$ cat config.mk
export PLATFORM = sky130hd
export DESIGN_NAME = mlpq_store
export DESIGN_NICKNAME = d
export VERILOG_FILES = /design/src/rtl/mlpq_pkg.sv /design/src/rtl/mlpq_store.sv
export SDC_FILE = /design/constraint.sdc
export NUM_CORES = 2
export LEC_CHECK = 0
export BUFFER_PORTS_ARGS = -buffer_cell sky130_fd_sc_hd__buf_2
export CORE_MARGIN = 1
export CORE_UTILIZATION = 55
export DETAILED_ROUTE_END_ITERATION = 8
export PLACE_DENSITY_LB_ADDON = 0.3
export SYNTH_ARGS = -nofsm -noshare
export SYNTH_HDL_FRONTEND = slang
export SYNTH_SLANG_ARGS = --single-unit
export TNS_END_PERCENT = 5
$ cat constraint.sdc
create_clock -name clk -period 9.7 [get_ports clk]
set_clock_uncertainty 0.2 [all_clocks]
set_input_delay 2.91 -clock clk [delete_from_list [all_inputs] [get_ports clk]]
set_output_delay 2.91 -clock clk [all_outputs]
set_load 0.05 [all_outputs]
$ cat src/rtl/mlpq_pkg.sv
`default_nettype none

package mlpq_pkg;

    localparam int DEF_LEVEL_DEPTH = 16;
    localparam int DEF_NUM_LEVELS  = 4;

    localparam int OP_W     = 2;
    localparam int LEVEL_W  = 3;
    localparam int ID_W     = 16;
    localparam int TIME_W   = 32;
    localparam int STATUS_W = 2;

    typedef enum logic [OP_W-1:0] {
        OP_APPEND       = 2'd0,
        OP_PUSH_FRONT   = 2'd1,
        OP_POP_HIGHEST  = 2'd2,
        OP_POP_LEVEL    = 2'd3
    } op_t;

    typedef enum logic [STATUS_W-1:0] {
        ST_OK        = 2'd0,
        ST_EMPTY     = 2'd1,
        ST_FULL      = 2'd2,
        ST_BAD_LEVEL = 2'd3
    } status_t;

    // One stored task entry
    typedef struct packed {
        logic              pending;
        logic [TIME_W-1:0] arrival;
        logic [ID_W-1:0]   id;
    } entry_t;

    typedef struct packed {
        op_t                operation;
        logic [LEVEL_W-1:0] level;
        logic [ID_W-1:0]    task_id;
        logic [TIME_W-1:0]  arrive_stamp;
        logic               first_pending;
        logic [TIME_W-1:0]  now_time;
    } req_t;

    // Control carried from the state-update stage to the result stage
    typedef struct packed {
        logic               valid;
        status_t            status;
        logic               popped;
        logic [LEVEL_W-1:0] level;
        logic [TIME_W-1:0]  now_time;
        logic               all_empty;
    } resp_ctl_t;

    typedef struct packed {
        status_t            status;
        logic [ID_W-1:0]    out_task_id;
        logic [LEVEL_W-1:0] out_level;
        logic [TIME_W-1:0]  out_arrival_time;
        logic               response_valid;
        logic [TIME_W-1:0]  resp_latency;
        logic               all_empty;
    } rsp_t;

endpackage

`default_nettype wire

$ cat src/rtl/mlpq_store.sv
`default_nettype none

module mlpq_store
    import mlpq_pkg::*;
#(
    parameter int LEVEL_DEPTH = DEF_LEVEL_DEPTH,
    parameter int NUM_LEVELS  = DEF_NUM_LEVELS,
    localparam int ENTRIES    = NUM_LEVELS * LEVEL_DEPTH,
    localparam int AW         = $clog2(ENTRIES)
)
(
    input  wire logic          clk,
    input  wire logic          adv,
    input  wire logic          wr_en,
    input  wire logic [AW-1:0] addr,
    input  wire entry_t        wdata,
    output entry_t             rdata
);

    entry_t mem [ENTRIES];
    entry_t rdata_reg;

    always_ff @(posedge clk)
    begin
        if (wr_en)
        begin
            mem[addr] <= wdata;
        end
    end

    // Hold read data while the pipeline stalls
    always_ff @(posedge clk)
    begin
        if (adv)
        begin
            rdata_reg <= mem[addr];
        end
    end

    assign rdata = rdata_reg;

endmodule

`default_nettype wire

==> summary.md <==
| Metric | Value |
|---|---|
| Status | completed |
| Ys async rst share | 0 |
| Starting density of the core | 0.5527 |
| Cell Count, Final, Fillers Out | 9791 |
| Worst Setup End Kind | flip-flop |
| Required time worst endpoint | 10060 ps |
| CTS Buffer Depth | 4 |
| YS warnings | 0 |
| Post-DP HPWL | 200.8 mm |
| H-tree levels | 5 |
| Worst hold start | mem[32][47] |
| Fill cells | 14929 |
| Worst-Skew Late Latency | 950 ps |
| Total net switching power | 6308 µW |
| Commonest non-fill, non-tap cell in the layout | edfxtp_1 |
| Worst hold-check path type | flip-flop to flip-flop |
| FF+latch count, synth | 3185 |
| Ys flop type | edfxtp_1 |
| Final wirelength | 381.8 mm |
| First-pass GRT wire length | 527.0 mm |
| Placed insts | 9212 |
| CTS tree | yes |
| Setup TNS | 0 ps |
| Vias per inst | 7.406 |
| Mean routed wirelength per cell | 38.99 µm |
| IO Port Bufs | 106 |
| Comb power frac | 0.054 |
| Top post-synthesis cells by area | edfxtp_1, a221oi_1, a22oi_1 |
| Final Max Slew Viols | 0 |
| Vias | 72514 |
| Seq pwr share | 0.530 |
| MaxCap Viol Count | 0 |
| Synth unique cells | 65 |
| Setup violations, final | 0 |
| FP Rows | 171 |
| CTS Sinks | 3185 |
| Syn_nets | 6628 |
| DRT Pass-1 Iters | 8 |
| Most frequent cells in the layout | edfxtp_1, a221oi_1, a22oi_1 |
| Internal | 22610 µW |
| IO Count | 107 |
| Clock power share | 0.416 |
| Initial antenna violation count | 21 |
| Worst relative slew slack | 0.07287 |
| # Post-CTS Setup Buffers | 0 |
| Die Y | 468.9 µm |
| Critical path startpoint category | input port |
| Pwr dens | 215.6 mW/mm² |
| Critical R2R Launch | mem[59][27] |
| Area Overhead vs Synth | 11.90% |
| Post-Syn Instances | 6570 |
| TritonCTS buffer count | 327 |
| Fin crit share | 0.6595 |
| Area share of the largest cell type after synthesis | 0.7976 |
| Mean post-synth cell area | 18.25 µm² |
| CP Max Fanout | 50 |
| DIE AREA | 0.2199 mm² |
| Slew at the pin with the worst max-slew slack | 1391 ps |
| Worst VDD drop | 0.2158 mV |
| Routed Antenna Nets | 0 |
| Post-synth top area cell | edfxtp_1 |
| Switching Share | 0.2181 |
| Endpoints failing hold | 0 |
| Clk slew on worst S/H paths | 60 ps |
| Layout net count | 6746 |
| Setup Crit Path Kind | input port to flip-flop |
| Netlist Area Pre-Place | 0.1199 mm² |
| CTS root buf | clkbuf_16 |
| Post-synth EDFFs | 3185 |
| CP Launch Point | addr[1] |
| Initial DRC Count | 12432 |
| RePlAce Congestion | 0.8635 |
| Seq/Total Area, Yosys | 0.7976 |
| CP arrival | 6760 ps |
| Number of global-route vias before repair | 69369 |
| Drt drc | 0 |
| Post-CTS Hold Buffers | 0 |
| RSZ-0062 raised after global routing | no |
| Grt ovf | 0 |
| Fin crit period | 6397 ps |
| Total GRT Usage | 0.3449 |
| DIE WIDTH | 468.9 µm |
| Core area | 0.2170 mm² |
| Pleak | 0.04138 µW |
| Layout cell share with drive strength beyond 1 | 0.1425 |
| Fmax | 0.1563 GHz |
| Largest net degree at the start of global routing | 140 |
| Max reg flops | 3136 |
| Post-CTS resize count | 0 |
## cell families after synthesis
kind of cell	count (synthesis)	synth area share
buffers and inverters	522	0.02090
and+or+nand+nor	585	0.02295
AOI/OAI and AO/OA	1915	0.1211
DFF	3185	0.7976
muxes	363	0.03740
## worst paths after layout
path                            slack [ps]  cells after the start     endpoint
worst max-delay path                  3300                      5  mem[31][27]
worst min-delay path                   500                      3    rdata[47]
worst max register to register        7020                      5    rdata[27]
worst min register to register         500                      3    rdata[47]
## synth_stat cells, drive strengths merged, types with 6 or more instances
master  number
nor4         8
nor2       194
a22oi      452
mux2       111
o211ai      30
a222oi      15
or3         33
a22o        49
buf        294
o21ai      138
o221ai      28
a311oi      11
a21oi      103
a221o       25
nand4       25
a31oi        9
clkbuf     225
nand2      146
nand3       43
o22ai      287
a211oi      45
or4         17
and2         8
edfxtp    3185
o21a         6
o32ai       18
mux2i      196
o22a        20
a32oi        6
nor3        73
a221oi     639
mux4        56
nor2b        9
## final cells by class
class                           instances  area [µm²]  share of cell area
Clock inverter                        163        1439             0.01072
Inverter                                3       28.78           0.0002145
Clock buffer                          403        8596             0.06407
Sequential cell                      3185       95640              0.7128
Multi-Input combinational cell       2863       22380              0.1668
Timing Repair Buffer                  308        2480             0.01848
Tap cell                             2854        3571             0.02661
Antenna cell                           12       30.03           0.0002238
## power by group through the flow
stage                     Sequential, µW  Clock [µW]  Combinational, µW
final                              15300       12000               1550
after global routing               15300       12600               1590
after CTS                          15300       12000               1500
after detailed placement           15600           0               1500
after global placement             15600           0               1470
after floorplan                    15700           0                741
## worst max-delay path, stage by stage
cell and delay, ps:
buf_8 340, and2_4 760, nand3_1 760, nor2_4 1270, buf_4 520
## layer usage
layer	part of all wire	track usage	wire, µm
met1	0.34	0.4582	130200
met2	0.45	0.5151	170200
met3	0.15	0.1023	57770
met4	0.062	0.1865	23490
met5	0.00017	0	64
## through the flow
step	hold WS (ps)	cell area (µm²)	util	setup slack [ps]	total power, µW
after global routing	511.8	134200	0.6184	3415	29480
after detailed placement	493.0	124100	0.5720	2606	17120
after global placement	492.4	124100	0.5720	2646	17090
after floorplan	417.5	119900	-	2662	16410
after CTS	508.7	134100	0.6182	3521	28880
final	502.2	134200	0.6184	3303	28920
Power figures use the tool's default switching activity.
