File: src/rtl/mlpq_pkg.sv
`default_nettype none

package mlpq_pkg;

    localparam int DEF_LEVEL_DEPTH = 16;
    localparam int DEF_NUM_LEVELS  = 4;

    localparam int OP_W     = 2;
    localparam int LEVEL_W  = 3;
    localparam int ID_W     = 16;
    localparam int TIME_W   = 32;
    localparam int STATUS_W = 2;

    typedef enum logic [OP_W-1:0] {
        OP_APPEND       = 2'd0,
        OP_PUSH_FRONT   = 2'd1,
        OP_POP_HIGHEST  = 2'd2,
        OP_POP_LEVEL    = 2'd3
    } op_t;

    typedef enum logic [STATUS_W-1:0] {
        ST_OK        = 2'd0,
        ST_EMPTY     = 2'd1,
        ST_FULL      = 2'd2,
        ST_BAD_LEVEL = 2'd3
    } status_t;

    // One stored task entry
    typedef struct packed {
        logic              pending;
        logic [TIME_W-1:0] arrival;
        logic [ID_W-1:0]   id;
    } entry_t;

    typedef struct packed {
        op_t                operation;
        logic [LEVEL_W-1:0] level;
        logic [ID_W-1:0]    task_id;
        logic [TIME_W-1:0]  arrive_stamp;
        logic               first_pending;
        logic [TIME_W-1:0]  now_time;
    } req_t;

    // Control carried from the state-update stage to the result stage
    typedef struct packed {
        logic               valid;
        status_t            status;
        logic               popped;
        logic [LEVEL_W-1:0] level;
        logic [TIME_W-1:0]  now_time;
        logic               all_empty;
    } resp_ctl_t;

    typedef struct packed {
        status_t            status;
        logic [ID_W-1:0]    out_task_id;
        logic [LEVEL_W-1:0] out_level;
        logic [TIME_W-1:0]  out_arrival_time;
        logic               response_valid;
        logic [TIME_W-1:0]  resp_latency;
        logic               all_empty;
    } rsp_t;

endpackage

`default_nettype wire

File: src/rtl/mlpq_resp.sv
`default_nettype none

module mlpq_resp
    import mlpq_pkg::*;
(
    input  wire logic      clk,
    input  wire logic      rst_n,
    input  wire logic      adv,
    input  wire resp_ctl_t ctl,
    input  wire entry_t    rdata,
    output logic           out_valid,
    output rsp_t           out
);

    logic out_valid_reg;
    rsp_t out_reg;
    rsp_t out_next;

    always_comb
    begin
        out_next                  = '0;
        out_next.status           = ctl.status;
        out_next.all_empty        = ctl.all_empty;
        if (ctl.popped)
        begin
            out_next.out_task_id      = rdata.id;
            out_next.out_level        = ctl.level;
            out_next.out_arrival_time = rdata.arrival;
            out_next.response_valid   = rdata.pending;
            if (rdata.pending)
            begin
                out_next.resp_latency = ctl.now_time - rdata.arrival;
            end
        end
    end

    always_ff @(posedge clk or negedge rst_n)
    begin
        if (!rst_n)
        begin
            out_valid_reg <= 1'b0;
        end
        else if (adv)
        begin
            out_valid_reg <= ctl.valid;
        end
    end

    always_ff @(posedge clk)
    begin
        if (adv)
        begin
            out_reg <= out_next;
        end
    end

    assign out_valid = out_valid_reg;
    assign out       = out_reg;

endmodule

`default_nettype wire

File: config.mk
export PLATFORM = sky130hd
export DESIGN_NAME = mlpq_resp
export DESIGN_NICKNAME = d
export VERILOG_FILES = /design/src/rtl/mlpq_pkg.sv /design/src/rtl/mlpq_resp.sv
export SDC_FILE = /design/constraint.sdc
export NUM_CORES = 1
export LEC_CHECK = 0
export BUFFER_PORTS_ARGS = -buffer_cell sky130_fd_sc_hd__buf_2
export CAP_MARGIN = 20
export CELL_PAD_IN_SITES_DETAIL_PLACEMENT = 1
export CELL_PAD_IN_SITES_GLOBAL_PLACEMENT = 2
export CORE_MARGIN = 2
export CORE_UTILIZATION = 30
export CTS_CLUSTER_DIAMETER = 50
export DETAILED_ROUTE_END_ITERATION = 8
export GPL_TIMING_DRIVEN = 0
export PLACE_DENSITY = 0.79
export SLEW_MARGIN = 10
export SYNTH_ARGS = -nofsm -noshare
export SYNTH_HDL_FRONTEND = slang
export SYNTH_SLANG_ARGS = --single-unit
File: constraint.sdc
create_clock -name clk -period 0.9 [get_ports clk]
set_clock_uncertainty 0.05 [all_clocks]
set_input_delay 0.18 -clock clk [delete_from_list [all_inputs] [get_ports clk]]
set_output_delay 0.18 -clock clk [all_outputs]
set_load 0.01 [all_outputs]
==> impl_metrics.yaml <==
yosys:
  async_flop_share_pct: 1.136
  synth_area_um2: 4999
  syn_inst: 467
  yosysUniqueCellTypes: 46
  ys_seq_elements: 88
  yosysWarnings: 0
  synth_area_per_cell_um2: 10.70
  yosysSeqAreaShare_pct: 52.77
  synth_ff_type: "edfxtp_1"
  synthesis.nets: 591
  synth_edf_count: 87
power_and_ir_drop:
  seqPwrFrac_pct: 40.4
  leakage_uw: 0.003194
  clockPowerShare_pct: 31.4
  powerDensity_nw_per_um2: 1611
  combPwrFrac_pct: 28.2
  p_int_uw: 8463
  power.switching_uw: 3861
  vdd_ir_drop_max_mv: 0.9344
  p_sw_share_pct: 31.33
worst_hold_path:
  min_from: "ctl[39]"
  hp-class: "input pin to flip-flop"
die:
  die_w_um: 133.1
  io_pins: 180
  start_util_pct: 30.47
  core_um2: 16410
  dieHeight_um: 133.1
  rows: 47
  die-area_um2: 17710
setup_path:
  cp-startpoint: "ctl[1]"
  worst_ep_arrival_time_ps: 2100
  cp_max_fo: 5
  crit_required_ps: 940
  crit_type: "input pin to flip-flop"
  r2r_start: "out_valid"
  start_kind: "input pin"
  end_kind: "flip-flop"
sta:
  timing.setup.tns_ps: -43110
  rsz0062_at_grt: "true"
  whs_ps: 10.60
  timing.final.ws_setup_ps: -1164
  final-hold-violation-count: 0
  fmax_mhz: 484.5
  drv_slew: 0
  relSlewSlack_pct: 68.10
  finalCritPeriodShare_pct: 229.3
  min_period_ps: 2064
  setup_viol: 119
  max_slew.worst_pin.slew_ps: 478.4
placement:
  dpl.hpwl_um: 11420
  port-buffer-count: 179
  gp_congestion: 0.7611
detailed_routing:
  dr_total_vias: 4378
  drc: 0
  wirelength_um: 15900
  drtPass1Iterations: 4
  vias_per_cell: 4.795
  top_layer_used: "met4"
  dr_wl_met3_um: 873
  met2_length_um: 7972
  ant_nets: 0
  drt_iter0_drc: 213
  wl_per_cell_um: 17.42
  wl_met1_um: 6810
cts:
  cts_max_level: 3
  clock_latency_ps: 350
  root_buffer: "clkbuf_16"
  clock_path_buffers: 2
  numCtsBuffers: 9
  cts_tree: "yes"
  cts_sinks: 88
  clkSlewWorstSetupHoldPaths_ps: 70
final_layout:
  mostFrequentLayoutCell: "buf_2"
  largest_reg_flops: 87
  syn_to_final_growth_pct: 53.04
  drive_gt1_share_pct: 47.62
  nNetsFinal: 812
  final_cell_mix: "buf_2, edfxtp_1, and2_1"
  antennaDiodeCount: 0
global_route:
  grt_first_pass_wirelength_um: 24430
  grt_max_degree: 32
  antenna_found_initial: 0
  grt.overflow.total: 0
  grt_pass1_vias: 4610
  track_usage_pct: 17.69
status:
  run_status: "finished, violations left"
  violations: "setup timing"
flow_run:
  cap_viol_max_count: 0
-- through the flow --
step	cells	setup slack, ps	total power (uW)	util [%]	area (um^2)
2_1_floorplan	467	-1201	6824	-	5410
3_3_place_gp	866	-1625	7823	40.11	6581
3_5_place_dp	867	-1663	7907	40.30	6611
4_1_cts	899	-1164	12140	44.82	7353
5_1_grt	913	-1226	12870	46.63	7650
6_report	913	-1164	12320	46.63	7650
-- cells by family after synthesis --
kind of cell,count (synthesis),synth area share (%)
AND/OR/NAND/NOR,152,15.57
AO/OA/AOI/OAI,105,13.57
flip-flops,88,52.77
buffers and inverters,61,4.806
adder cells (fa/ha/maj),32,8.160
XOR/XNOR,28,4.906
multiplexers,1,0.2253
-- critical path, cell delays in order --
cell and delay (ps):
buf_8 80, inv_8 30, ha_4 150, fa_2 340, nand2b_4 170, a21oi_4 160, a31oi_4 150, o41ai_4 370
buf_6 180, a21oi_2 60, xor2_1 140, nor2_1 70
-- cell type report --
type | instances | area [um^2]
tap | 220 | 275.3
fill | 1802 | 8757
clock inverter | 7 | 75.07
sequential | 88 | 2638
timing repair buffer | 216 | 1358
inverter | 40 | 187.7
clock buffer | 9 | 225.2
buffer | 15 | 87.58
multi-input combinational | 318 | 2804
-- final timing paths --
| check | endpoint | slack, ps | cells past startpoint |
|---|---|---|---|
| worst max-delay path | out[21] | -1160 | 12 |
| worst min-delay path | out_valid | 10 | 2 |
| worst max register to register | out_valid | 100 | 1 |
| worst min register to register | out_valid | 470 | 1 |
| max in group asynchronous | out_valid | 590 | 2 |
| min in group asynchronous | out_valid | 120 | 2 |
-- power by group through the flow --
stage	Sequential (uW)	Combinational (uW)	Clock (uW)
finish	4980	3470	3870
global route	5010	3760	4090
CTS	4980	3210	3960
detailed placement	5070	2830	0
global placement	5070	2760	0
floorplan	5270	1550	0
-- layer usage --
metal	up-vias	global-route usage (%)
met1	2125	21.92
li1	2105	-
met3	15	4.061
met5	-	0
met2	133	30.60
met4	0	5.496
-- Yosys cell counts, drive strengths merged, types with 9 or more instances --
cell type | count | share of area, %
xor2 | 13 | 2.3
o21ai | 17 | 1.7
xnor2 | 15 | 2.6
edfxtp | 87 | 52
ha | 31 | 7.8
and2 | 52 | 6.5
nand2 | 25 | 1.9
nor2 | 44 | 3.3
nand4 | 9 | 1.1
inv | 40 | 3.0
clkbuf | 17 | 1.3
a21oi | 37 | 3.7
-- timing repair --
action                                  4_1_cts  5_1_grt
hold buffers                                  4        0
pin swaps                                    31       35
endpoints found under the setup margin      181      155
endpoints found under the hold margin         4        0
gates resized for setup                      59       51
gates cloned                                  1        0
setup buffers                                16       16
No activity file was read; power rests on OpenSTA's default activity.
