File: config.mk
export PLATFORM = sky130hd
export DESIGN_NAME = mlpq_ctrl
export DESIGN_NICKNAME = d
export VERILOG_FILES = /design/src/rtl/mlpq_pkg.sv /design/src/rtl/mlpq_ctrl.sv
export SDC_FILE = /design/constraint.sdc
export NUM_CORES = 1
export LEC_CHECK = 0
export ABC_CLOCK_PERIOD_IN_PS = 11000
export BUFFER_PORTS_ARGS = -buffer_cell sky130_fd_sc_hd__buf_2
export CAP_MARGIN = 5
export CORE_MARGIN = 2
export CORE_UTILIZATION = 60
export CTS_CLUSTER_SIZE = 25
export DETAILED_ROUTE_END_ITERATION = 16
export HOLD_SLACK_MARGIN = 0.03
export PLACE_DENSITY = 0.88
export SYNTH_ARGS = -nofsm -noshare
export SYNTH_HDL_FRONTEND = slang
export SYNTH_SLANG_ARGS = --single-unit
File: constraint.sdc
create_clock -name clk -period 11 [get_ports clk]
set_clock_uncertainty 0.15 [all_clocks]
set_input_delay 1.65 -clock clk [delete_from_list [all_inputs] [get_ports clk]]
set_output_delay 1.65 -clock clk [all_outputs]
set_load 0.01 [all_outputs]
File: src/rtl/mlpq_pkg.sv
`default_nettype none

package mlpq_pkg;

    localparam int DEF_LEVEL_DEPTH = 16;
    localparam int DEF_NUM_LEVELS  = 4;

    localparam int OP_W     = 2;
    localparam int LEVEL_W  = 3;
    localparam int ID_W     = 16;
    localparam int TIME_W   = 32;
    localparam int STATUS_W = 2;

    typedef enum logic [OP_W-1:0] {
        OP_APPEND       = 2'd0,
        OP_PUSH_FRONT   = 2'd1,
        OP_POP_HIGHEST  = 2'd2,
        OP_POP_LEVEL    = 2'd3
    } op_t;

    typedef enum logic [STATUS_W-1:0] {
        ST_OK        = 2'd0,
        ST_EMPTY     = 2'd1,
        ST_FULL      = 2'd2,
        ST_BAD_LEVEL = 2'd3
    } status_t;

    // One stored task entry
    typedef struct packed {
        logic              pending;
        logic [TIME_W-1:0] arrival;
        logic [ID_W-1:0]   id;
    } entry_t;

    typedef struct packed {
        op_t                operation;
        logic [LEVEL_W-1:0] level;
        logic [ID_W-1:0]    task_id;
        logic [TIME_W-1:0]  arrive_stamp;
        logic               first_pending;
        logic [TIME_W-1:0]  now_time;
    } req_t;

    // Control carried from the state-update stage to the result stage
    typedef struct packed {
        logic               valid;
        status_t            status;
        logic               popped;
        logic [LEVEL_W-1:0] level;
        logic [TIME_W-1:0]  now_time;
        logic               all_empty;
    } resp_ctl_t;

    typedef struct packed {
        status_t            status;
        logic [ID_W-1:0]    out_task_id;
        logic [LEVEL_W-1:0] out_level;
        logic [TIME_W-1:0]  out_arrival_time;
        logic               response_valid;
        logic [TIME_W-1:0]  resp_latency;
        logic               all_empty;
    } rsp_t;

endpackage

`default_nettype wire

File: src/rtl/mlpq_ctrl.sv
`default_nettype none

module mlpq_ctrl
    import mlpq_pkg::*;
#(
    parameter int LEVEL_DEPTH = DEF_LEVEL_DEPTH,
    parameter int NUM_LEVELS  = DEF_NUM_LEVELS,
    localparam int AW         = $clog2(NUM_LEVELS * LEVEL_DEPTH),
    localparam int IW         = $clog2(LEVEL_DEPTH),
    localparam int CW         = $clog2(LEVEL_DEPTH + 1),
    localparam int LW         = $clog2(NUM_LEVELS)
)
(
    input  wire logic          clk,
    input  wire logic          rst_n,
    input  wire logic          adv,
    input  wire logic          req_valid,
    input  wire req_t          req,
    output logic               wr_en,
    output logic [AW-1:0]      addr,
    output entry_t             wdata,
    output resp_ctl_t          ctl
);

    localparam logic [CW-1:0] FULL_CNT = CW'(LEVEL_DEPTH);
    localparam logic [IW-1:0] LAST_IDX = IW'(LEVEL_DEPTH - 1);
    localparam logic [LW-1:0] TOP_Q    = LW'(NUM_LEVELS - 1);

    logic      s1_valid_reg;
    req_t      s1_reg;
    resp_ctl_t ctl_reg;

    logic [IW-1:0] head_reg [NUM_LEVELS];
    logic [IW-1:0] tail_reg [NUM_LEVELS];
    logic [CW-1:0] cnt_reg  [NUM_LEVELS];
    logic [IW-1:0] head_next [NUM_LEVELS];
    logic [IW-1:0] tail_next [NUM_LEVELS];
    logic [CW-1:0] cnt_next  [NUM_LEVELS];

    logic          append_ok;
    logic          named_ok;
    logic [LW-1:0] lvl_q;
    logic [LW-1:0] hi_q;
    logic          any_full;
    logic [LW-1:0] sel_q;
    logic [IW-1:0] mem_idx;
    logic          wr_c;
    logic          rd_c;
    status_t       st;
    logic          empty_after;
    logic          upd;

    function automatic logic [IW-1:0] wrap_next(input logic [IW-1:0] p);
        return (p == LAST_IDX) ? '0 : p + 1'b1;
    endfunction

    function automatic logic [IW-1:0] wrap_prev(input logic [IW-1:0] p);
        return (p == '0) ? LAST_IDX : p - 1'b1;
    endfunction

    assign upd       = adv && s1_valid_reg;
    assign append_ok = (s1_reg.level != '0) && (32'(s1_reg.level) <= NUM_LEVELS);
    assign named_ok  = (s1_reg.level != '0) && (32'(s1_reg.level) < NUM_LEVELS);
    assign lvl_q     = LW'(s1_reg.level - 3'd1);

    // Highest non-empty level: later (higher) levels override
    always_comb
    begin
        hi_q     = '0;
        any_full = 1'b0;
        for (int l = 0; l < NUM_LEVELS; l++)
        begin
            if (cnt_reg[l] != '0)
            begin
                hi_q     = LW'(l);
                any_full = 1'b1;
            end
        end
    end

    always_comb
    begin
        sel_q     = '0;
        mem_idx   = '0;
        wr_c      = 1'b0;
        rd_c      = 1'b0;
        st        = ST_OK;
        head_next = head_reg;
        tail_next = tail_reg;
        cnt_next  = cnt_reg;
        unique case (s1_reg.operation)
            OP_APPEND:
            begin
                sel_q = lvl_q;
                if (!append_ok)
                begin
                    st = ST_BAD_LEVEL;
                end
                else if (cnt_reg[lvl_q] == FULL_CNT)
                begin
                    st = ST_FULL;
                end
                else
                begin
                    mem_idx          = tail_reg[lvl_q];
                    wr_c             = 1'b1;
                    tail_next[lvl_q] = wrap_next(tail_reg[lvl_q]);
                    cnt_next[lvl_q]  = cnt_reg[lvl_q] + 1'b1;
                end
            end
            OP_PUSH_FRONT:
            begin
                sel_q = TOP_Q;
                if (cnt_reg[TOP_Q] == FULL_CNT)
                begin
                    st = ST_FULL;
                end
                else
                begin
                    mem_idx          = wrap_prev(head_reg[TOP_Q]);
                    wr_c             = 1'b1;
                    head_next[TOP_Q] = mem_idx;
                    cnt_next[TOP_Q]  = cnt_reg[TOP_Q] + 1'b1;
                end
            end
            OP_POP_HIGHEST:
            begin
                sel_q = hi_q;
                if (!any_full)
                begin
                    st = ST_EMPTY;
                end
                else
                begin
                    mem_idx         = head_reg[hi_q];
                    rd_c            = 1'b1;
                    head_next[hi_q] = wrap_next(head_reg[hi_q]);
                    cnt_next[hi_q]  = cnt_reg[hi_q] - 1'b1;
                end
            end
            OP_POP_LEVEL:
            begin
                sel_q = lvl_q;
                if (!named_ok)
                begin
                    st = ST_BAD_LEVEL;
                end
                else if (cnt_reg[lvl_q] == '0)
                begin
                    st = ST_EMPTY;
                end
                else
                begin
                    mem_idx          = head_reg[lvl_q];
                    rd_c             = 1'b1;
                    head_next[lvl_q] = wrap_next(head_reg[lvl_q]);
                    cnt_next[lvl_q]  = cnt_reg[lvl_q] - 1'b1;
                end
            end
            default:
            begin
                st = ST_OK;
            end
        endcase
    end

    always_comb
    begin
        empty_after = 1'b1;
        for (int l = 0; l < NUM_LEVELS; l++)
        begin
            if (cnt_next[l] != '0)
            begin
                empty_after = 1'b0;
            end
        end
    end

    assign wr_en = wr_c && upd;
    assign addr  = AW'(32'(sel_q) * LEVEL_DEPTH + 32'(mem_idx));
    assign wdata = '{pending: s1_reg.first_pending,
                     arrival: s1_reg.arrive_stamp,
                     id:      s1_reg.task_id};

    always_ff @(posedge clk or negedge rst_n)
    begin
        if (!rst_n)
        begin
            s1_valid_reg <= 1'b0;
            ctl_reg      <= '0;
            head_reg     <= '{default: '0};
            tail_reg     <= '{default: '0};
            cnt_reg      <= '{default: '0};
        end
        else if (adv)
        begin
            s1_valid_reg       <= req_valid;
            ctl_reg.valid      <= s1_valid_reg;
            ctl_reg.status     <= st;
            ctl_reg.popped     <= rd_c;
            ctl_reg.level      <= rd_c ? LEVEL_W'(32'(sel_q) + 1) : '0;
            ctl_reg.now_time   <= s1_reg.now_time;
            ctl_reg.all_empty  <= empty_after;
            if (s1_valid_reg)
            begin
                head_reg <= head_next;
                tail_reg <= tail_next;
                cnt_reg  <= cnt_next;
            end
        end
    end

    // Input register: payload only
    always_ff @(posedge clk)
    begin
        if (adv)
        begin
            s1_reg <= req;
        end
    end

    assign ctl = ctl_reg;

endmodule

`default_nettype wire

==> out/qor.csv, run 1 <==
stage,metric,value,unit
timing,worst hold slack,0.336,ns
die,I/O pins,186,
clock_network,Post-CTS Hold Fix Bufs,0,
clock_network,TritonCTS buffer count,17,
worst_setup_path,Worst Path Max Fanout,24,
place,RePlAce Congestion,1.05,
clock_network,CTS root buffer,clkbuf_16,
finish,Antenna diodes,0,
grt,met3 usage,0.117,
drt,DR WL/cell,26.9,um
clock_network,CTS tree,yes,
clock_network,post_cts resized,0,
timing,FMAX,139,MHz
grt,pin count of the biggest net entering global routing,72,
timing,Worst-Margin Slew,1.11,ns
timing,RSZ-0062 raised after global routing,no,
synth,synthesized area,9690,um2
drt,final WL,32700,um
grt,initial antenna violation count,0,
grt,first-pass GRT wire length,49200,um
synth,Syn Inst Count,868,
worst_setup_path,"Arr. time, crit path",5.37,ns
finish,layout cells sized above 1,0.321,
clock_network,H-Tree Depth,4,
synth,Unique masters post-synth,73,
place,pre-CTS setup slack,4.49,ns
die,core area,15800,um2
hold_path,Hold Path Class,flop to flop,
worst_setup_path,CP Launch Type,flop,
timing,crit path time final,7.17,ns
power_and_ir_drop,peak supply drop,137,uV
clock_network,maximum buffer depth of the clock tree,2,
drt,1st-pass router iterations,6,
timing,setup TNS,0,ns
finish,max FFs per register,49,
synth,Mapped Nets,979,
synth,syn avg cell area,11.2,um2
grt,gr busiest metal,met2,
timing,Hold Fails Final Rpt,0,
place,IO Port Bufs,185,
timing,setup-violating endpoint count in the final report,0,
synth,"Seq/Total Area, Yosys",0.507,
grt,met1 usage,0.516,
timing,worst relative slew slack,0.258,
clock_network,Clock Sinks,179,
synth,asr flop ratio synth,0.520,
grt,Congestion Overflow GR,0,
job,max cap viols,0,
power_and_ir_drop,PwrDens,247,nW/um2
synth,YS warnings,0,
drt,Vias,8218,
clock_network,later-pin clock latency in the skew report,0.45,ns
finish,Layout area overhead,13.6,%
finish,fill count,1115,
timing,crit share post-route,0.652,
grt,GRT Util Overall,0.393,
clock_network,setup bufs post-CTS,0,
synth,register bit total from synthesis,179,
worst_setup_path,Critical Path RT,9.20,ns
grt,number of global-route vias before repair,8012,
die,# rows,46,
worst_setup_path,type of the worst setup path,flop to output port,
status,status,"complete, no violations",
drt,Via density,6.76,
die,DIE WIDTH,131,um
place,area of placed instances,10400,um2
finish,cell area after layout,11000,um2
drt,Routed Antenna Nets,0,
drt,# DRC,0,
synth,Main synth FF type,dfrtp_1,
timing,final setup margin,3.83,ns
synth,Post-synth EDFFs,86,
die,Die ar.,17200,um2
clock_network,clock input transition at the sequential cells of the worst setup and hold paths,0.08,ns
finish,fin nets,1097,
place,post-DP HPWL,22300,um
drt,number of DRC markers in iteration 0,1089,
die,Initial Util,0.612,
die,Die Height,131,um
timing,final count of pins violating max slew,0,
power_and_ir_drop,LEAKAGE,0.00468,uW
grt,met2 usage,0.615,
worst_setup_path,crit path capture type,output port,
[cells in the final DEF (no fill, tap or decap), drive strengths merged, types with 7 or more instances in the layout]
cell type  instances
mux2i             13
mux4              12
o22ai             22
nor3              17
clkbuf            17
a21oi             52
o221ai             7
or3                7
xor2               7
a21o               7
o21ai             49
nor2              41
a22oi             10
nand2             60
inv               47
edfxtp            86
a31oi             15
ha                21
mux2              64
dfrtp             93
a22o              10
o31ai             11
buf              197
nand3             17
xnor2             11
[layer usage]
metal	up-vias	wire [um]
met3	108	3690
met5	-	0
met4	0	1300
li1	3476	-
met2	641	15600
met1	3993	12100
[synthesized netlist by cell type, types with 15 or more instances]
master | n | area, um2
ha_1 | 21 | 263
nor3_1 | 15 | 75.1
nand2_1 | 60 | 225
buf_4 | 50 | 375
o22ai_1 | 22 | 138
clkbuf_1 | 36 | 135
mux2_2 | 64 | 721
nand3_1 | 17 | 85.1
edfxtp_1 | 86 | 2580
inv_1 | 38 | 143
dfrtp_1 | 93 | 2330
a21oi_1 | 52 | 260
o21ai_0 | 48 | 240
nor2_1 | 41 | 154
[area by class of cell]
type                            count  area [um2]  share of cell area
Multi-Input combinational cell    553        4070               0.370
Clock buffer                       17         425              0.0387
Clock inverter                     15         160              0.0146
Sequential cell                   179        4910               0.446
Timing Repair Buffer              197        1020              0.0928
Tap cell                          216         270              0.0246
Inverter                           38         143              0.0130
[power breakdown]
group | total (uW) | internal, uW | switching [uW]
registers | 974 | 809 | 166
clock network | 610 | 305 | 305
logic | 1130 | 418 | 717
[stage by stage]
stage,instances,power [uW],utilization
finish,1215,2720,0.695
CTS,1215,2670,0.695
global route,1215,2830,0.695
floorplan,868,1680,-
global placement,1183,2060,0.658
detailed placement,1183,2050,0.658
[cells by family (layout without fill, tap and decap cells)]
family                   Yosys count  after routing  share of synthesized area
AND/OR/NAND/NOR                  187            187                     0.0960
XOR/XNOR                          18             18                     0.0163
multiplexers                      89             89                      0.116
flip-flops                       179            179                      0.507
adder cells (fa/ha/maj)           21             21                     0.0271
AO/OA/AOI/OAI                    238            238                      0.165
buffers and inverters            136            267                     0.0728
[worst max-delay path, cell delays in order, from the launching register on]
cell and delay, ns:
edfxtp_1 0.34, buf_4 0.34, inv_1 0.15, ha_1 0.99, mux2_2 0.43, a21oi_1 0.38, ha_1 0.31, nand2_1 0.09
o22a_1 0.32, nor3_1 0.53, nor2_1 0.31, a221oi_1 0.40, o21ai_0 0.15, buf_2 0.16
[final timing paths]
| path | cells past startpoint | slack (ns) | endpoint | start |
|---|---|---|---|---|
| setup reg to reg | 14 | 5.15 | ctl[0] | s1_reg[81] |
| hold / removal | 1 | 0.34 | ctl[8] | s1_reg[7] |
| setup / recovery | 13 | 3.83 | addr[1] | s1_reg[81] |
| max in group asynchronous | 2 | 8.54 | tail_reg[2] | rst_n |
| min in group asynchronous | 1 | 1.03 | cnt_reg[1] | rst_n |
| hold reg to reg | 1 | 0.34 | ctl[8] | s1_reg[7] |
Power figures use the tool's default switching activity.
==> run 2: changes to the inputs <==
ABC_CLOCK_PERIOD_IN_PS = 7100   (was 11000)
CORE_UTILIZATION = 56   (was 60)
PLACE_DENSITY = 0.83   (was 0.88)
clock period = 7.1 ns   (was 11 ns; I/O delays follow)
==> run 2 against run 1 <==
Compared with the run above:
- power increased by 52%
- critical path depth increased by 1
- critical path type unchanged
- flip-flop and latch count unchanged
- worst setup slack got worse by 2.7 ns
- critical endpoint is now addr[3]
- via count decreased by 4.3%
- sequential share of layout area decreased by 0.13 points
- wire length decreased by 8.9%
- sequential power increased by 51%
==> out/qor.csv, run 2 (synthesis gave the netlist of run 1 again) <==
stage,metric,value,unit,change
worst_setup_path,crit path capture type,output port,,
timing,crit path time final,5.99,ns,
place,IO Port Bufs,185,,unchanged
timing,FMAX,167,MHz,
die,DIE WIDTH,136,um,+3.4%
worst_setup_path,Critical Path RT,5.88,ns,-3.32 ns
die,I/O pins,186,,unchanged
drt,1st-pass router iterations,5,,-1
power_and_ir_drop,LEAKAGE,0.00468,uW,+0.17%
timing,Worst-Margin Slew,1.38,ns,+0.274 ns
drt,Vias,7862,,-4.3%
place,post-DP HPWL,20800,um,-6.7%
power_and_ir_drop,PwrDens,375,nW/um2,+52%
timing,setup-violating endpoint count in the final report,0,,unchanged
grt,first-pass GRT wire length,45500,um,-7.4%
timing,crit share post-route,0.843,,
timing,setup TNS,0,ns,unchanged
place,Post-Place Cells,1194,,+0.93%
finish,Non-Filler Instances,1226,,+0.91%
timing,RSZ-0062 raised after global routing,no,,
finish,Final Core Density,0.645,,-0.0505
drt,Routed Antenna Nets,0,,unchanged
clock_network,setup bufs post-CTS,0,,unchanged
grt,Congestion Overflow GR,0,,unchanged
finish,Antenna diodes,0,,unchanged
finish,"most common cell after layout, fill and taps aside",buf_2,,
drt,# DRC,0,,unchanged
finish,layout cells sized above 1,0.323,,+0.00136
job,max cap viols,0,,unchanged
clock_network,Post-CTS Hold Fix Bufs,0,,unchanged
finish,register area,4910,um2,unchanged
power_and_ir_drop,peak supply drop,198,uV,+44%
clock_network,maximum buffer depth of the clock tree,2,,unchanged
hold_path,Hold Path Class,flop to flop,,
clock_network,H-Tree Depth,4,,unchanged
timing,worst relative slew slack,0.0675,,-0.191
clock_network,CTS tree,yes,,
die,# rows,48,,+4.3%
drt,number of DRC markers in iteration 0,978,,-10%
clock_network,clock input transition at the sequential cells of the worst setup and hold paths,0.07,ns,about the same
grt,initial antenna violation count,0,,unchanged
status,status,"complete, no violations",,
clock_network,Clock Sinks,179,,unchanged
finish,fill count,1311,,+18%
worst_setup_path,CP Launch Type,flop,,
clock_network,CTS root buffer,clkbuf_16,,
worst_setup_path,Worst Path Max Fanout,24,,unchanged
die,Initial Util,0.566,,-0.0461
timing,final setup margin,1.11,ns,-2.72 ns
timing,Hold Fails Final Rpt,0,,unchanged
drt,Via density,6.41,,-5.2%
die,core area,17100,um2,+8.1%
die,Die ar.,18400,um2,+6.9%
clock_network,later-pin clock latency in the skew report,0.43,ns,-0.02 ns
clock_network,TritonCTS buffer count,17,,unchanged
worst_setup_path,"Arr. time, crit path",4.77,ns,-0.60 ns
finish,max FFs per register,49,,unchanged
clock_network,post_cts resized,0,,unchanged
die,Die Height,136,um,+3.4%
grt,GRT Util Overall,0.334,,-0.0590
finish,multi-input logic area,4070,um2,unchanged
finish,Layout area overhead,13.9,%,
place,pre-CTS setup slack,1.71,ns,-2.78 ns
worst_setup_path,type of the worst setup path,flop to output port,,
place,RePlAce Congestion,1.06,,+1.2%
drt,final WL,29700,um,-8.9%
finish,fin nets,1099,,+0.18%
drt,DR WL/cell,24.3,um,-9.7%
timing,final count of pins violating max slew,0,,unchanged
grt,number of global-route vias before repair,7715,,-3.7%
grt,pin count of the biggest net entering global routing,74,,+2.8%
finish,"commonest cells after routing, fill and taps aside","buf_2, dfrtp_1, edfxtp_1, mux2_2, nand2_1",,
[run 2: cell count changes in the layout (fill, tap and decap cells not counted), sizes merged]
cell	previous run	this run
buf	197	199
clkinv	6	8
clkinvlp	0	1
inv	47	44
[run 2: power breakdown]
group	switching [uW]	internal [uW]	leakage, uW	total, uW
combinational	1080	652	0.00238	1730
clock	459	473	0.000288	931
sequential	220	1250	0.00202	1470
[run 2: cell type report]
| type | instances | area share |
|---|---|---|
| flip-flops and latches | 179 | 0.445 |
| multi-input cells | 553 | 0.369 |
| repair buffers | 199 | 0.0939 |
| clock buffers | 17 | 0.0386 |
| well taps | 225 | 0.0255 |
| clock inverters | 15 | 0.0150 |
| inverters | 38 | 0.0129 |
[run 2: worst paths after layout]
kind                       slack [ns]  depth (start not counted)      endpoint        from
max                              1.11                         14       addr[3]  s1_reg[81]
min                              0.33                          1       ctl[25]  s1_reg[24]
max reg2reg                      1.77                         16        ctl[0]  s1_reg[81]
min reg2reg                      0.33                          1       ctl[25]  s1_reg[24]
max in group asynchronous        5.17                          2  tail_reg[14]       rst_n
min in group asynchronous        0.47                          1   cnt_reg[12]       rst_n
[run 2: per-stage QoR]
step / total power [uW] / area (um2) / hold WS (ns)
4_1_cts: 4080 / 11000 / 0.326
2_1_floorplan: 2600 / 9690 / 0.304
3_5_place_dp: 3140 / 10400 / 0.313
5_1_grt: 4320 / 11000 / 0.343
3_3_place_gp: 3130 / 10400 / 0.305
6_report: 4130 / 11000 / 0.328
[run 2: worst max-delay path: stages (launching register included)]
cell,delay (ns)
edfxtp_1,0.32
buf_4,0.33
inv_1,0.15
ha_1,0.31
buf_4,0.32
mux2_2,0.39
a21oi_1,0.35
ha_1,0.28
nand2_1,0.08
o22a_1,0.29
nor3_1,0.50
nor2_1,0.32
a222oi_1,0.37
o21ai_0,0.14
buf_2,0.17
[run 2: per-layer routing]
metal | GRT usage | share of wire | vias to the layer above
li1 | - | - | 3453
met1 | 0.433 | 0.37 | 3764
met2 | 0.524 | 0.47 | 549
met3 | 0.0973 | 0.11 | 96
met4 | 0.150 | 0.045 | 0
met5 | 0 | 0 | -
==> run 3: changes to the inputs <==
ABC_CLOCK_PERIOD_IN_PS = 4850   (was 7100)
CORE_UTILIZATION = 51   (was 56)
PLACE_DENSITY = 0.79   (was 0.83)
clock period = 4.85 ns   (was 7.1 ns; I/O delays follow)
==> run 3 against run 2 <==
Compared with the run above:
- wire length rose by 3.3%
- power grew 52%
- register-to-register slack got worse by 1.5 ns
- sequential power grew 42%
- cell count grew 2.9%
- clock power grew 54%
- critical path depth decreased by 2
- clock-buffer cell count did not move
- largest power group unchanged
- via count increased by 1.5%
==> out/qor.csv, run 3 (synthesis gave the netlist of run 1 again) <==
stage,metric,value,unit,change
finish,"commonest cells after routing, fill and taps aside","buf_2, dfrtp_1, edfxtp_1, mux2_2, nand2_1",,
finish,max FFs per register,49,,unchanged
drt,1st-pass router iterations,6,,+1
drt,Vias,7978,,+1.5%
grt,number of global-route vias before repair,7928,,+2.8%
worst_setup_path,Worst path max stage delay,0.72,ns,+0.22 ns
clock_network,CTS root buffer,clkbuf_16,,
worst_setup_path,type of the worst setup path,flop to flop,,
die,I/O pins,186,,unchanged
worst_setup_path,"Arr. time, crit path",4.79,ns,+0.02 ns
clock_network,later-pin clock latency in the skew report,0.44,ns,about the same
timing,setup TNS,0,ns,unchanged
worst_setup_path,crit path capture type,flop,,
die,core area,18600,um2,+8.9%
power_and_ir_drop,LEAKAGE,0.00483,uW,+3.0%
drt,DR WL/cell,24.4,um,+0.39%
clock_network,maximum buffer depth of the clock tree,2,,unchanged
worst_setup_path,critical path cell sequence,inv_1 > ha_1 > or4b_1 > nor3_4 > buf_4 > mux2i_1 > nor3_2 > and4_1 > nor4_2 > nand4_1 > or4_1 > o41ai_2,,
timing,Worst-Margin Slew,1.05,ns,-0.330 ns
place,RePlAce Congestion,1.10,,+3.3%
status,status,"complete, no violations",,
finish,Layout area overhead,16.5,%,
finish,layout cells sized above 1,0.342,,+0.0197
grt,initial antenna violation count,1,,+1
finish,Final Core Density,0.605,,-0.0391
worst_setup_path,slowest CP cell,or4b_1,,
place,IO Port Bufs,185,,unchanged
drt,# DRC,0,,unchanged
timing,worst relative slew slack,0.296,,+0.229
grt,Congestion Overflow GR,0,,unchanged
clock_network,Clock Sinks,179,,unchanged
clock_network,H-Tree Depth,4,,unchanged
worst_setup_path,Critical Path RT,5.04,ns,-0.84 ns
job,max cap viols,0,,unchanged
drt,number of DRC markers in iteration 0,917,,-6.2%
clock_network,clock input transition at the sequential cells of the worst setup and hold paths,0.08,ns,about the same
drt,Routed Antenna Nets,0,,unchanged
timing,setup-violating endpoint count in the final report,0,,unchanged
drt,Via density,6.32,,-1.4%
timing,FMAX,217,MHz,
grt,pin count of the biggest net entering global routing,62,,-16%
clock_network,TritonCTS buffer count,17,,unchanged
die,# rows,50,,+4.2%
hold_path,Hold Path Class,input port to async pin,,
finish,"most common cell after layout, fill and taps aside",buf_2,,
timing,RSZ-0062 raised after global routing,no,,
timing,crit share post-route,0.948,,
grt,first-pass GRT wire length,46800,um,+2.8%
die,Die Height,142,um,+4.6%
timing,Hold Fails Final Rpt,0,,unchanged
power_and_ir_drop,peak supply drop,335,uV,+69%
die,Initial Util,0.520,,-0.0463
finish,Antenna diodes,0,,unchanged
clock_network,CTS tree,yes,,
drt,final WL,30700,um,+3.3%
die,Die ar.,20100,um2,+9.5%
power_and_ir_drop,PwrDens,558,nW/um2,+49%
grt,GRT Util Overall,0.311,,-0.0231
die,DIE WIDTH,142,um,+4.6%
worst_setup_path,CP Launch Type,flop,,
clock_network,Post-CTS Hold Fix Bufs,0,,unchanged
worst_setup_path,Worst Path Max Fanout,10,,-58%
timing,final count of pins violating max slew,0,,unchanged
place,post-DP HPWL,22700,um,+9.1%
finish,fin nets,1126,,+2.5%
timing,crit path time final,4.60,ns,
## run 3: cell count changes in the layout (fill, tap and decap cells not counted), moves of 2 or more
| cell | before | now |
|---|---|---|
| inv_12 | 0 | 3 |
| ha_1 | 21 | 19 |
| clkinv_2 | 2 | 0 |
| inv_8 | 5 | 3 |
| inv_6 | 1 | 4 |
| buf_4 | 16 | 43 |
## run 3: final timing paths
check                      startpoint    endpoint  slack, ns  cells past startpoint
hold reg to reg            s1_reg[25]     ctl[26]       0.33                      1
hold / removal                  rst_n  cnt_reg[8]       0.23                      1
setup reg to reg           cnt_reg[0]      ctl[0]       0.25                     12
max in group asynchronous       rst_n      ctl[3]       3.32                      2
min in group clk              req[66]    wdata[1]       0.31                      1
setup / recovery           cnt_reg[0]      ctl[0]       0.25                     12
## run 3: area by class of cell
class,count,area [um2]
Sequential cell,179,4910
Clock inverter,15,191
Multi-Input combinational cell,553,4090
Clock buffer,17,425
Tap cell,234,293
Inverter,38,143
Timing Repair Buffer,226,1240
Fill cell,1503,7360
## run 3: where the power goes
part	switching [uW]	leakage [uW]	internal, uW	total [uW]
Sequential	257	0.00202	1830	2090
Combinational	1720	0.00251	1060	2780
Clock	720	0.000299	712	1430
Total	2690	0.00483	3610	6300
## run 3: per-layer routing
metal	global-route usage	up-vias	wire length, um
met5	0	-	11
met1	0.395	3787	11500
met3	0.0952	121	3440
met4	0.154	2	1560
li1	-	3524	-
met2	0.486	544	14200
## run 3: repair_timing
item,in CTS,in global routing
endpoints found under the setup margin,0,5
buffers inserted,0,3
gates resized for setup,0,3
## run 3: worst max-delay path: cells and delay by family, from the launching register on
kind	cells	cell delay [ns]
AO/OA/AOI/OAI	1	0.20
buffers and inverters	2	0.35
AND/OR/NAND/NOR	7	2.61
flip-flops	1	0.51
multiplexers	1	0.44
adder cells (fa/ha/maj)	1	0.24
## run 3: metrics by stage
stage               cells  setup slack (ns)  hold slack [ns]  instance area [um2]  power [uW]
floorplan             868             0.134            0.282                 9690        3810
global placement     1227             0.418            0.304                10600        4790
detailed placement   1227             0.347            0.311                10600        4750
CTS                  1259            0.0799            0.282                11200        6200
global route         1262            0.0566            0.284                11300        6590
finish               1262             0.251            0.226                11300        6300
